[config.mk]
export PLATFORM = sky130hd
export DESIGN_NAME = dataflow_bit_vector_engine
export DESIGN_NICKNAME = d
export VERILOG_FILES = /design/src/design/dbve_pkg.sv /design/src/design/dbve_front.sv /design/src/design/dbve_queue.sv /design/src/design/dbve_back.sv /design/src/design/dataflow_bit_vector_engine.sv
export SDC_FILE = /design/constraint.sdc
export NUM_CORES = 2
export LEC_CHECK = 0
export ABC_CLOCK_PERIOD_IN_PS = 9200
export BUFFER_PORTS_ARGS = -buffer_cell sky130_fd_sc_hd__buf_2
export CAP_MARGIN = 40
export CORE_ASPECT_RATIO = 1.75
export CORE_MARGIN = 3
export CORE_UTILIZATION = 28
export CTS_BUF_LIST = sky130_fd_sc_hd__clkbuf_8
export DETAILED_ROUTE_END_ITERATION = 16
export SLEW_MARGIN = 10
export SYNTH_ARGS = -nofsm -noshare
export SYNTH_HDL_FRONTEND = slang
export SYNTH_MEMORY_MAX_BITS = 65536
export SYNTH_SLANG_ARGS = --single-unit
export TNS_END_PERCENT = 10
[constraint.sdc]
create_clock -name clk -period 9.2 [get_ports clk]
set_clock_uncertainty 0.1 [all_clocks]
set_input_delay 0.46 -clock clk [delete_from_list [all_inputs] [get_ports clk]]
set_output_delay 0.46 -clock clk [all_outputs]
set_load 0.05 [all_outputs]
[src/design/dbve_pkg.sv]
package dbve_pkg;

  localparam int WORDS_DEFAULT     = 64;
  localparam int WORD_BITS_DEFAULT = 64;

  // field widths fixed by the interface
  localparam int VW_WIDTH      = 7;
  localparam int IDX_WIDTH     = 6;
  localparam int IN_WORD_WIDTH = 64;
  localparam int POS_WIDTH     = 12;

  localparam logic [VW_WIDTH-1:0] VW_RESET = 7'd64;

  // iterator scans one chunk of a word per cycle
  localparam int CHUNK_BITS  = 8;
  localparam int CHUNK_POS_W = $clog2(CHUNK_BITS);

  localparam int QUEUE_DEPTH = 2;

  // operation codes
  localparam logic [2:0] OP_CLEAR      = 3'd0;
  localparam logic [2:0] OP_SET_ALL    = 3'd1;
  localparam logic [2:0] OP_OR_WORD    = 3'd2;
  localparam logic [2:0] OP_GEN_KILL   = 3'd3;
  localparam logic [2:0] OP_ITER_START = 3'd4;
  localparam logic [2:0] OP_ITER_NEXT  = 3'd5;

  typedef struct packed {
    logic [2:0]               operation;
    logic [IDX_WIDTH-1:0]     word_addr;
    logic [IN_WORD_WIDTH-1:0] source_word;
    logic [IN_WORD_WIDTH-1:0] kill_word;
    logic                     pass_start;
  } cmd_t;

  typedef struct packed {
    logic                 changed;
    logic [POS_WIDTH-1:0] bit_position;
    logic                 iter_done;
  } result_t;

  // work classes handed from front to back
  typedef enum logic [2:0] {
    CLS_CLEAR,
    CLS_SET_ALL,
    CLS_MERGE,
    CLS_ITER_START,
    CLS_ITER_NEXT,
    CLS_NOP
  } cls_t;

  typedef struct packed {
    cls_t                     cls;
    logic [IDX_WIDTH-1:0]     word_addr;
    logic [IN_WORD_WIDTH-1:0] add_word;
    logic                     pass_start;
  } entry_t;

  // position of the lowest set bit of a chunk, zero when none
  function automatic logic [CHUNK_POS_W-1:0] lowest_set(input logic [CHUNK_BITS-1:0] b);
    logic [CHUNK_POS_W-1:0] pos;
    pos = '0;
    for (int i = CHUNK_BITS - 1; i >= 0; i--) begin
      if (b[i]) begin
        pos = CHUNK_POS_W'(i);
      end
    end
    return pos;
  endfunction

endpackage

[src/design/dbve_front.sv]
module dbve_front #(
  parameter int WORD_BITS = dbve_pkg::WORD_BITS_DEFAULT
) (
  input  logic             start,
  input  dbve_pkg::cmd_t   cmd,
  input  logic             q_full,
  input  logic             init_busy,
  output logic             busy,
  output logic             push,
  output dbve_pkg::entry_t entry
);

  localparam logic [dbve_pkg::IN_WORD_WIDTH-1:0] WORD_MASK =
    {dbve_pkg::IN_WORD_WIDTH{1'b1}} >> (dbve_pkg::IN_WORD_WIDTH - WORD_BITS);

  assign busy = q_full | init_busy;
  assign push = start & ~busy;

  always_comb begin
    entry.word_addr  = cmd.word_addr;
    entry.pass_start = cmd.pass_start;
    // gen and not kill folds into one word to merge
    if (cmd.operation == dbve_pkg::OP_GEN_KILL) begin
      entry.add_word = cmd.source_word & ~cmd.kill_word & WORD_MASK;
    end else begin
      entry.add_word = cmd.source_word & WORD_MASK;
    end
    case (cmd.operation)
      dbve_pkg::OP_CLEAR:      entry.cls = dbve_pkg::CLS_CLEAR;
      dbve_pkg::OP_SET_ALL:    entry.cls = dbve_pkg::CLS_SET_ALL;
      dbve_pkg::OP_OR_WORD:    entry.cls = dbve_pkg::CLS_MERGE;
      dbve_pkg::OP_GEN_KILL:   entry.cls = dbve_pkg::CLS_MERGE;
      dbve_pkg::OP_ITER_START: entry.cls = dbve_pkg::CLS_ITER_START;
      dbve_pkg::OP_ITER_NEXT:  entry.cls = dbve_pkg::CLS_ITER_NEXT;
      default:                 entry.cls = dbve_pkg::CLS_NOP;
    endcase
  end

endmodule

[src/design/dbve_queue.sv]
module dbve_queue (
  input  logic             clk,
  input  logic             rst,
  input  logic             push,
  input  dbve_pkg::entry_t entry_in,
  input  logic             pop,
  output dbve_pkg::entry_t entry_out,
  output logic             valid,
  output logic             full
);

  localparam int DEPTH = dbve_pkg::QUEUE_DEPTH;
  localparam int PW    = DEPTH > 1 ? $clog2(DEPTH) : 1;
  localparam int CW    = $clog2(DEPTH + 1);

  dbve_pkg::entry_t slots [DEPTH];
  logic [PW-1:0]    wr_ptr;
  logic [PW-1:0]    rd_ptr;
  logic [CW-1:0]    fill;

  assign valid     = fill != '0;
  assign full      = fill == CW'(DEPTH);
  assign entry_out = slots[rd_ptr];

  always_ff @(posedge clk) begin
    if (push) begin
      slots[wr_ptr] <= entry_in;
    end
  end

  always_ff @(posedge clk) begin
    if (rst) begin
      wr_ptr <= '0;
      rd_ptr <= '0;
      fill   <= '0;
    end else begin
      if (push) begin
        wr_ptr <= (wr_ptr == PW'(DEPTH - 1)) ? '0 : wr_ptr + 1'b1;
      end
      if (pop) begin
        rd_ptr <= (rd_ptr == PW'(DEPTH - 1)) ? '0 : rd_ptr + 1'b1;
      end
      if (push && !pop) begin
        fill <= fill + 1'b1;
      end else if (pop && !push) begin
        fill <= fill - 1'b1;
      end
    end
  end

endmodule

[src/design/dbve_back.sv]
module dbve_back #(
  parameter int WORDS     = dbve_pkg::WORDS_DEFAULT,
  parameter int WORD_BITS = dbve_pkg::WORD_BITS_DEFAULT
) (
  input  logic                          clk,
  input  logic                          rst,
  input  logic [dbve_pkg::VW_WIDTH-1:0] vector_words,
  input  logic                          q_valid,
  input  dbve_pkg::entry_t              q_entry,
  output logic                          q_pop,
  output logic                          init_busy,
  output logic                          result_valid,
  output dbve_pkg::result_t             result
);

  localparam int AW    = WORDS > 1 ? $clog2(WORDS) : 1;
  localparam int CNT_W = $clog2(WORDS + 1);
  localparam int CMP_W = CNT_W > dbve_pkg::VW_WIDTH ? CNT_W : dbve_pkg::VW_WIDTH;
  localparam int NCH   = (WORD_BITS + dbve_pkg::CHUNK_BITS - 1) / dbve_pkg::CHUNK_BITS;
  localparam int SCW   = NCH > 1 ? $clog2(NCH) : 1;
  localparam int PAD_W = NCH * dbve_pkg::CHUNK_BITS;
  localparam int SEL_W = SCW + dbve_pkg::CHUNK_POS_W;

  typedef enum logic [2:0] {
    ST_INIT,
    ST_IDLE,
    ST_FILL,
    ST_RMW,
    ST_WALK,
    ST_FETCH,
    ST_SCAN
  } state_t;

  state_t state;

  logic [WORD_BITS-1:0] store [WORDS];
  logic [WORD_BITS-1:0] rd_data;
  logic [AW-1:0]        rd_addr;
  logic                 mem_we;
  logic [AW-1:0]        mem_waddr;
  logic [WORD_BITS-1:0] mem_wdata;

  logic [AW-1:0]                    sweep;
  logic [WORD_BITS-1:0]             fill_val;
  logic [WORD_BITS-1:0]             add_word;
  logic                             pass_flag;
  logic [AW-1:0]                    wr_idx;
  logic [CNT_W-1:0]                 cursor_word;
  logic [dbve_pkg::POS_WIDTH-1:0]   cursor_bit;
  logic [WORD_BITS-1:0]             remaining;
  logic                             change_seen;
  logic [SCW-1:0]                   scan;
  logic                             pending;

  logic [CMP_W-1:0]                 vw_ext;
  logic [CMP_W-1:0]                 count_c;
  logic                             idx_ok;
  logic                             iter_done;
  logic [CNT_W-1:0]                 next_word;
  logic                             walk_end;
  logic [CMP_W-1:0]                 sweep_plus;
  logic [dbve_pkg::POS_WIDTH-1:0]   base;
  logic [PAD_W-1:0]                 padded;
  logic [dbve_pkg::CHUNK_BITS-1:0]  chunk;
  logic [SEL_W-1:0]                 bit_sel;
  logic [WORD_BITS-1:0]             merged;
  logic                             differs;

  always_comb begin
    vw_ext     = CMP_W'(vector_words);
    count_c    = (vw_ext > CMP_W'(WORDS)) ? CMP_W'(WORDS) : vw_ext;
    idx_ok     = CMP_W'(q_entry.word_addr) < count_c;
    iter_done  = CMP_W'(cursor_word) >= count_c;
    next_word  = cursor_word + 1'b1;
    walk_end   = CMP_W'(next_word) >= count_c;
    sweep_plus = CMP_W'(sweep) + CMP_W'(1);
    base       = dbve_pkg::POS_WIDTH'(cursor_word * WORD_BITS);
    padded     = PAD_W'(remaining);
    chunk      = padded[scan * dbve_pkg::CHUNK_BITS +: dbve_pkg::CHUNK_BITS];
    bit_sel    = {scan, dbve_pkg::lowest_set(chunk)};
    merged     = rd_data | add_word;
    differs    = merged != rd_data;
  end

  assign q_pop     = (state == ST_IDLE) && q_valid;
  assign init_busy = state == ST_INIT;

  // memory port control
  always_comb begin
    rd_addr   = '0;
    mem_we    = 1'b0;
    mem_waddr = sweep;
    mem_wdata = '0;
    case (state)
      ST_IDLE: begin
        if (q_entry.cls != dbve_pkg::CLS_ITER_START) begin
          rd_addr = AW'(q_entry.word_addr);
        end
      end
      ST_WALK: rd_addr = AW'(next_word);
      ST_INIT: mem_we = 1'b1;
      ST_FILL: begin
        mem_we    = 1'b1;
        mem_wdata = fill_val;
      end
      ST_RMW: begin
        mem_we    = differs;
        mem_waddr = wr_idx;
        mem_wdata = merged;
      end
      default: rd_addr = '0;
    endcase
  end

  always_ff @(posedge clk) begin
    if (mem_we) begin
      store[mem_waddr] <= mem_wdata;
    end
    rd_data <= store[rd_addr];
  end

  always_ff @(posedge clk) begin
    if (rst) begin
      state        <= ST_INIT;
      sweep        <= '0;
      cursor_word  <= '0;
      cursor_bit   <= '0;
      remaining    <= '0;
      change_seen  <= 1'b0;
      scan         <= '0;
      pending      <= 1'b0;
      result_valid <= 1'b0;
    end else begin
      result_valid <= 1'b0;
      case (state)
        ST_INIT: begin
          sweep <= sweep + 1'b1;
          if (sweep == AW'(WORDS - 1)) begin
            state <= ST_IDLE;
          end
        end
        ST_IDLE: begin
          if (pending) begin
            result_valid        <= 1'b1;
            result.changed      <= change_seen;
            result.iter_done    <= iter_done;
            result.bit_position <= iter_done ? '0 : cursor_bit;
            pending             <= 1'b0;
          end
          if (q_valid) begin
            case (q_entry.cls)
              dbve_pkg::CLS_CLEAR, dbve_pkg::CLS_SET_ALL: begin
                fill_val <= (q_entry.cls == dbve_pkg::CLS_SET_ALL) ? '1 : '0;
                sweep    <= '0;
                if (count_c == '0) begin
                  pending <= 1'b1;
                end else begin
                  state <= ST_FILL;
                end
              end
              dbve_pkg::CLS_MERGE: begin
                add_word  <= WORD_BITS'(q_entry.add_word);
                pass_flag <= q_entry.pass_start;
                wr_idx    <= AW'(q_entry.word_addr);
                if (idx_ok) begin
                  state <= ST_RMW;
                end else begin
                  if (q_entry.pass_start) begin
                    change_seen <= 1'b0;
                  end
                  pending <= 1'b1;
                end
              end
              dbve_pkg::CLS_ITER_START: begin
                cursor_word <= '0;
                if (count_c == '0) begin
                  remaining  <= '0;
                  cursor_bit <= '1;
                  pending    <= 1'b1;
                end else begin
                  cursor_bit <= '0;
                  state      <= ST_FETCH;
                end
              end
              dbve_pkg::CLS_ITER_NEXT: begin
                if (iter_done) begin
                  pending <= 1'b1;
                end else begin
                  cursor_bit <= cursor_bit + 1'b1;
                  scan       <= '0;
                  state      <= (remaining == '0) ? ST_WALK : ST_SCAN;
                end
              end
              default: pending <= 1'b1;
            endcase
          end
        end
        ST_FILL: begin
          sweep <= sweep + 1'b1;
          if (sweep_plus == count_c) begin
            pending <= 1'b1;
            state   <= ST_IDLE;
          end
        end
        ST_RMW: begin
          if (differs) begin
            change_seen <= 1'b1;
          end else if (pass_flag) begin
            change_seen <= 1'b0;
          end
          pending <= 1'b1;
          state   <= ST_IDLE;
        end
        ST_WALK: begin
          cursor_word <= next_word;
          if (walk_end) begin
            pending <= 1'b1;
            state   <= ST_IDLE;
          end else begin
            state <= ST_FETCH;
          end
        end
        ST_FETCH: begin
          remaining <= rd_data;
          scan      <= '0;
          state     <= (rd_data == '0) ? ST_WALK : ST_SCAN;
        end
        ST_SCAN: begin
          if (chunk != '0) begin
            cursor_bit <= base + dbve_pkg::POS_WIDTH'(bit_sel);
            remaining  <= remaining & ~(WORD_BITS'(1) << bit_sel);
            pending    <= 1'b1;
            state      <= ST_IDLE;
          end else begin
            scan <= scan + 1'b1;
          end
        end
        default: state <= ST_IDLE;
      endcase
    end
  end

endmodule

[src/design/dataflow_bit_vector_engine.sv]
// Gen/kill bit vector engine. A command beat is taken on start while busy is low; every
// command gives exactly one result beat, shown for one cycle under result_valid, and the
// receiver cannot stall it. Results come back in command order. Commands go through a
// two-entry queue into a sequencer that owns the word memory, so the rate is set by
// that sequencer: an or-word or gen/kill update reads the word, then writes it back in
// the RMW state if it changed; clear and set-all sweep the words in use in turn; an
// iterator step is dispatched from idle, then for each word it moves on to it walks to
// that word and fetches it (an iter start fetches word 0 at once), scans the 8-bit
// chunks of the word holding the next set bit in turn (up to WORD_BITS/8), or ends when
// it runs off the last word in use. Out-of-range word operations, unused codes and
// iterator steps once done are answered from the idle state. After reset the store is
// cleared one word per cycle with busy held high; the word count register may be
// written during that time but only while no command is outstanding otherwise.
module dataflow_bit_vector_engine #(
  parameter int WORDS     = dbve_pkg::WORDS_DEFAULT,
  parameter int WORD_BITS = dbve_pkg::WORD_BITS_DEFAULT
) (
  input  logic                          clk,
  input  logic                          rst,
  input  logic                          start,
  output logic                          busy,
  input  dbve_pkg::cmd_t                cmd,
  output logic                          result_valid,
  output dbve_pkg::result_t             result,
  input  logic                          cfg_valid,
  output logic                          cfg_ready,
  input  logic [dbve_pkg::VW_WIDTH-1:0] cfg_data
);

  // word count register, saturated to WORDS inside the back end
  logic [dbve_pkg::VW_WIDTH-1:0] vector_words;

  // front to queue
  logic             push;
  dbve_pkg::entry_t push_entry;

  // queue to back end
  logic             q_valid;
  logic             q_full;
  logic             q_pop;
  dbve_pkg::entry_t q_entry;

  // high during the clearing pass after reset
  logic init_busy;

  assign cfg_ready = 1'b1;

  always_ff @(posedge clk) begin
    if (rst) begin
      vector_words <= dbve_pkg::VW_RESET;
    end else if (cfg_valid && cfg_ready) begin
      vector_words <= cfg_data;
    end
  end

  // front: takes command beats and folds them into work entries
  dbve_front #(
    .WORD_BITS (WORD_BITS)
  ) u_front (
    .start     (start),
    .cmd       (cmd),
    .q_full    (q_full),
    .init_busy (init_busy),
    .busy      (busy),
    .push      (push),
    .entry     (push_entry)
  );

  // short queue so front and back stall on their own
  dbve_queue u_queue (
    .clk       (clk),
    .rst       (rst),
    .push      (push),
    .entry_in  (push_entry),
    .pop       (q_pop),
    .entry_out (q_entry),
    .valid     (q_valid),
    .full      (q_full)
  );

  // back: memory sequencer, iterator and result register
  dbve_back #(
    .WORDS     (WORDS),
    .WORD_BITS (WORD_BITS)
  ) u_back (
    .clk          (clk),
    .rst          (rst),
    .vector_words (vector_words),
    .q_valid      (q_valid),
    .q_entry      (q_entry),
    .q_pop        (q_pop),
    .init_busy    (init_busy),
    .result_valid (result_valid),
    .result       (result)
  );

`ifndef ASSERT_OFF
  // the queue must never be pushed when it has no room
  assert property (@(posedge clk) disable iff (rst) push |-> !q_full)
    else $error("command queue pushed while full");

  // the clearing pass holds off commands right after reset
  assert property (@(posedge clk) !rst && $past(rst) |-> busy)
    else $error("busy low right after reset");

  // no result beat can leave while the store is still being cleared
  assert property (@(posedge clk) disable iff (rst) init_busy |-> !result_valid)
    else $error("result beat during clearing pass");
`endif

endmodule

=== Word-level counts from Yosys, hierarchy flattened ===
Memories as Yosys holds them, arrays and structs flattened. A register that Yosys moved wholly into a read port is not among the register bits.
Cells that the tools add are included.

* Word-level logic and storage cells: 204
* Bits of input ports: 149
* Memories kept: 2
* Bits in registers: 258
* RAM bits: 4244
* Output and inout port bits: 17

* Add/subtract/negate cells: 10
* Equal/unequal tests: 41
* Multiplexer cells: 79
* Reduce and logical (&&, ||, !) cells: 36
* Order comparisons: 4
* Bitwise operators: 10
* Shift-type cells: 2

{| class="wikitable"
|+ Memory list
! memory !! words !! bits a word !! rd ports !! clocked after Yosys merged registers in !! write ports !! line !! source
|-
| u_back.store || 64 || 64 || 1 || 1 || 1 || dbve_back.sv:36 || <nowiki>logic [WORD_BITS-1:0] store [WORDS];</nowiki>
|-
| u_queue.slots || 2 || 74 || 1 || 1 || 1 || dbve_queue.sv:16 || <nowiki>dbve_pkg::entry_t slots [DEPTH];</nowiki>
|}

{| class="wikitable"
|+ Operators with widths
! kind !! count
|-
| $mux 64 || 6
|-
| $pmux 64 s3 || 1
|-
| $and 64x64->64 || 2
|-
| $logic_not 64->1 || 2
|-
| $not 64->64 || 2
|-
| $pmux 64 s2 || 1
|-
| $ne 64x64->1 || 1
|-
| $or 64x64->64 || 1
|-
| $shiftx 64x7->8 || 1
|-
| $shl 1x6->64 const A || 1
|-
| $mux 3 || 21
|-
| $mux 12 || 4
|-
| $pmux 12 s2 || 2
|-
| $mux 6 || 4
|-
| $pmux 6 s2 || 2
|-
| $mux 1 || 22
|-
| $mux 7 || 3
|-
| $eq 3x2->1 const B || 6
|-
| $eq 3x3->1 const B || 6
|-
| $pmux 3 s6 || 1
|-
| $ne 2x2->1 const B || 8
|-
| $pmux 3 s5 || 1
|-
| $reduce_and 5->1 || 3
|-
| $ge 7x7->1 || 2
|-
| 44 further kinds || 79
|}

=== Logic depth before layout (Yosys ltp) ===
* Depth after elaboration: 14
* Gate-level depth with buffers: 12
* Depth with buffers taken out: 11

=== Modules after synthesis ===
A second synthesis with hierarchy kept.

* Cells, all modules: 13366
* Area total of the unflattened synthesis: 179263.2 sq um

{| class="wikitable"
|+ By module, submodules not included
! module !! area an instance (sq um) !! cells each !! sequential area each (sq um) !! times used
|-
| dbve_back || 172484.2 || 13003 || 128823.6 || 1
|-
| dbve_queue || 5567.8 || 252 || 4544.4 || 1
|-
| dbve_front || 948.4 || 87 || 0.0 || 1
|-
| dataflow_bit_vector_engine || 262.8 || 24 || 140.1 || 1
|}

=== Least setup slack after synthesis ===
OpenSTA, ideal clock, no wires.

* Path type: register -> register
* Start point: reg u_back.state[0]
* End point: reg u_back.add_word[0], enable pin
* Period minus slack after synthesis: 6.844 ns
* Setup time: 0.587 ns
* Setup slack: 2.356 ns
* Arrival: 6.157 ns
* Data required time: 8.513 ns
* Buffers on the path: 1
* Stages on the path, launching flop included: 7
* Cell sequence: dfxtp_1 clkbuf_1 nor2b_1 nand2b_1 nor2_1 inv_1 nor3_1

* Word-level cells in the longest chain between the ends: 2

{| class="wikitable"
|+ RTL lines
! item !! line !! source
|-
| start, declared || dbve_back.sv:34 || <nowiki>state_t state;</nowiki>
|-
| start signal, assigned || dbve_back.sv:191 || <nowiki>state <= (remaining == '0) ? ST_WALK : ST_SCAN;</nowiki>
|-
| start signal, assigned || dbve_back.sv:226 || <nowiki>state <= (rd_data == '0) ? ST_WALK : ST_SCAN;</nowiki>
|-
| $eq 3x1->1 || dbve_back.sv:135 || <nowiki>case (state)</nowiki>
|-
| $reduce_and 4->1 (no line) || - ||
|-
| end signal, assigned || dbve_back.sv:162 || <nowiki>add_word <= WORD_BITS'(q_entry.add_word);</nowiki>
|-
| end, declared || dbve_back.sv:45 || <nowiki>logic [WORD_BITS-1:0] add_word;</nowiki>
|}

Every way passes these cells.
A chain may end at the register's enable or synchronous reset.

=== Worst setup path in the final report ===
* Start point: reg u_back.state[0]
* End point: reg u_back.rd_data[19], read port of u_back.store

* Word-level cells in the longest chain between the ends: 2
* Elaborated cells on any way between the ends: 3
* Those cells by class: eq/ne: 2; mux: 1

{| class="wikitable"
|+ RTL lines
! item !! line !! source
|-
| $eq 3x3->1 / $eq 3x1->1 (equally long branches) || dbve_back.sv:94 || <nowiki>case (state)</nowiki>
|-
| $pmux 6 s2 (*) || dbve_back.sv:94 ||
|-
| end, declared || dbve_back.sv:37 || <nowiki>logic [WORD_BITS-1:0] rd_data;</nowiki>
|}

Mark *: on every way between the ends. The rest lies on a longest branch, timed or not.

==> qor.csv <==
stage;metric;value;unit
yosys;register bit count reported by yosys;4504;
placement;Final Wtd Congestion;0.9652;
yosys;compound-gate portion of the synthesized area;0.05156;
worst_setup_path;max incr delay on CP;700;ps
global_routing;wire length of the first global-routing pass;804500;µm
worst_setup_path;source of the critical timing path;u_back.state[0]$_SDFFE_PP0P_;
yosys;Mapped Area;175000;µm²
clocking;clk sink count;4504;
floorplanning;Die Footprint;634800;µm²
timing;count of endpoints failing hold in the final timing report;0;
clocking;total setup buffers inserted after CTS;0;
pwr;leakage power of the design;67.17;nW
drt;average vias per placed instance;5.154;
yosys;Post-synth EDFFs;4330;
drt;via total after detailed routing;111985;
drt;DRT antenna net count;0;
global_routing;Overflow after GRT;0;
clocking;clock insertion delay at the later pin of the skew report;1180;ps
yosys;Adder-Cell Fraction of Synth Area;0.001773;
clocking;number of gates resized after cts;0;
drt;wirelength, routed;573400;µm
timing;post-layout min period;5593;ps
drt;mean routed wirelength per cell;26.39;µm
timing;fmax;0.1788;GHz
yosys;post-synthesis share of cell area spent on xor and xnor gates;0.001351;
clocking;H-tree level count;6;
yosys;number of distinct library cell variants in the gate-level netlist after synthesis;79;
worst_setup_path;Cell Chain, Critical Path;nor3b_4, nand3_1, a22oi_2, buf_12, buf_12, buf_4, a32oi_1, and3_1, a31oi_1, nand4_1;
min_path;path category of the worst min-delay check;in2reg;
cells_and_area;share of cells above drive strength 1;0.1186;
yosys;mean instance size in the synthesized netlist;14.13;µm²
pwr;VDD IR-drop max;97.27;µV
timing;setup repair after global routing missed its margin;false;
cells_and_area;cell area after layout;201700;µm²
yosys;async set-or-reset flop fraction in the synthesized netlist;0;
timing;final worst-path cycle share;0.6080;
cells_and_area;fin cells;21729;
flow_run;max-cap violation count;0;
status;outcome;completed;
worst_setup_path;worst-path maximum fanout;80;
clocking;CTS tree;done;
worst_setup_path;critical path data required time;9870;ps
yosys;mux cell area share after synthesis;0.03331;
timing;TNS Setup;0;ps
worst_setup_path;library cell appearing most often on the critical path;buf_12;
floorplanning;DIE WIDTH;603.6;µm
floorplanning;Initial Util;0.2813;
worst_setup_path;CP arrival;6260;ps
yosys;register area share after synthesis;0.7630;
cells_and_area;most common cell after layout, fill and taps aside;edfxtp_1;
cells_and_area;Area Overhead vs Synth;15.26;%
worst_setup_path;startpoint kind of the worst setup timing path;flop;
cells_and_area;most frequent cells in the layout;4,330 x edfxtp_1, 3,312 x nand2_1, 907 x nand3_1;
timing;headroom to the max-slew limit;0.3358;
worst_setup_path;kind of capture point of the worst setup path;flop;
cells_and_area;end-of-flow core utilization;0.3242;
yosys;number of warnings issued by yosys;0;
placement;Placed Instances;20488;
timing;fin. max-slew vios;0;
clocking;largest buffer count on any clock path;5;
timing;transition time at the pin with the least slew margin;996.4;ps
floorplanning;area of the core;622000;µm²
clocking;clock-pin slew on the worst setup and hold paths;80;ps
placement;instance area at placement;188800;µm²
worst_setup_path;startpoint-to-endpoint class of the critical path;reg2reg;
pwr;Power, Total;37.31;mW
pwr;power per standard cell area;185.0;nW/µm²
min_path;hold path startpoint;cmd[134];
floorplanning;Die Ht;1052;µm
clocking;number of buffers added to fix hold violations after cts;181;
yosys;commonest register cell after synthesis;edfxtp_1;
timing;final setup violation count;0;
global_routing;maximum number of pins on one net before global-route repair;152;
floorplanning;I/O pins;166;
placement;hpwl dp;335300;µm
yosys;Synth Net Count;12561;
clocking;root buffer cell;clkbuf_8;
clocking;TritonCTS Buffers;597;
yosys;simple logic cell fraction of the synthesized area;0.1288;
worst_setup_path;slowest cell on the critical path;nand4_1;
global_routing;number of global-route vias before repair;109057;
drt;drt first-iter violations;12627;
cells_and_area;net count reported at finish;13183;
drt;drt drc;0;
drt;Detailed Routing Iterations Pass 1;12;
global_routing;initial antenna violation count;35;
placement;count of buffers inserted at the top-level ports;164;
yosys;largest family of logic cells by synthesized area;simple AND/OR/NAND/NOR gates;
global_routing;global-route usage over all layers;0.1743;
yosys;gate count of the mapped netlist;12388;
worst_setup_path;Critical R2R Launch;u_back.state[0]$_SDFFE_PP0P_;
floorplanning;FP Rows;383;
-- final timing paths --
| kind | cells after the start | slack [ps] | end |
|---|---|---|---|
| worst max-delay path | 10 | 3610 | u_back.rd_data[19]$_DFF_P_ |
| worst min-delay path | 2 | 90 | u_queue.slots[1][70]$_DFFE_PP_ |
| worst max register to register | 10 | 3610 | u_back.rd_data[19]$_DFF_P_ |
| worst min register to register | 0 | 390 | u_back.result[13]$_DFFE_PP_ |
-- registers in the layout, indices dropped and copies added (netlist names), 6 cells and up, named ones only --
| register | count |
|---|---|
| u_back.add_word | 64 |
| u_back.result | 14 |
| u_back.cursor_bit | 12 |
| u_back.cursor_word | 7 |
| u_queue.slots | 148 |
| u_back.padded | 64 |
| vector_words | 7 |
| u_back.wr_idx | 6 |
| u_back.rd_data | 64 |
| u_back.sweep | 6 |
| u_back.store | 4096 |
-- cell usage after synthesis, types with 79 or more instances --
master / n / area [µm²]
buf_2: 273 / 1366
clkbuf_1: 388 / 1456
nand4_1: 391 / 2446
nor2_1: 229 / 859.6
dfxtp_1: 174 / 3483
inv_1: 79 / 296.5
a31oi_1: 351 / 2196
nand3_1: 909 / 4549
nand2_1: 3312 / 12430
a21oi_1: 105 / 525.5
and3_1: 102 / 638.1
buf_1: 94 / 352.8
a32oi_1: 463 / 4055
edfxtp_1: 4330 / 130000
mux2i_1: 480 / 4805
o21ai_0: 149 / 745.7
-- layer usage --
metal  routed length, µm  vias up  GRT usage  part of all wire
met4               38720       22     0.1147             0.068
met3               41680     1448    0.02438             0.073
met5                 146        -          0           0.00025
met1              197600    56989     0.1923              0.34
met2              295200     5699     0.3117              0.51
li1                    -    47827          -                 -
-- layout make-up --
class,count,area [µm²]
clock inverters,365,1959
fillers,60798,420300
inverters,80,300.3
multi-input cells,7042,39260
repair buffers,785,7458
clock buffers,634,8726
flip-flops and latches,4504,133500
well taps,8277,10360
diodes,42,105.1
-- power breakdown --
group | internal, mW | switching [mW] | total [mW]
combinational | 0.212 | 0.453 | 0.665
clock | 6.83 | 7.42 | 14.2
sequential | 22.3 | 0.124 | 22.4
total | 29.3 | 7.99 | 37.3
-- critical path, delay by kind of cell, from the launching register on --
family          cells  cell delay, ps
compound gates      3             950
buf+inv             3            1400
flops               1             610
simple gates        4            1850
-- kinds of logic after synthesis --
logic type	count (synthesis)
AO/OA/AOI/OAI	1261
multiplexers	561
XOR/XNOR	27
other	1
buffers and inverters	842
flip-flops	4504
AND/OR/NAND/NOR	5167
adder cells (fa/ha/maj)	25
-- through the flow --
step	setup WS [ps]	hold WS (ps)
after global routing	3516	100.3
after CTS	3587	0.5151
after global placement	3068	371.1
final	3607	91.00
after floorplan	2356	308.0
after detailed placement	3628	368.9
Power figures use the tool's default switching activity.
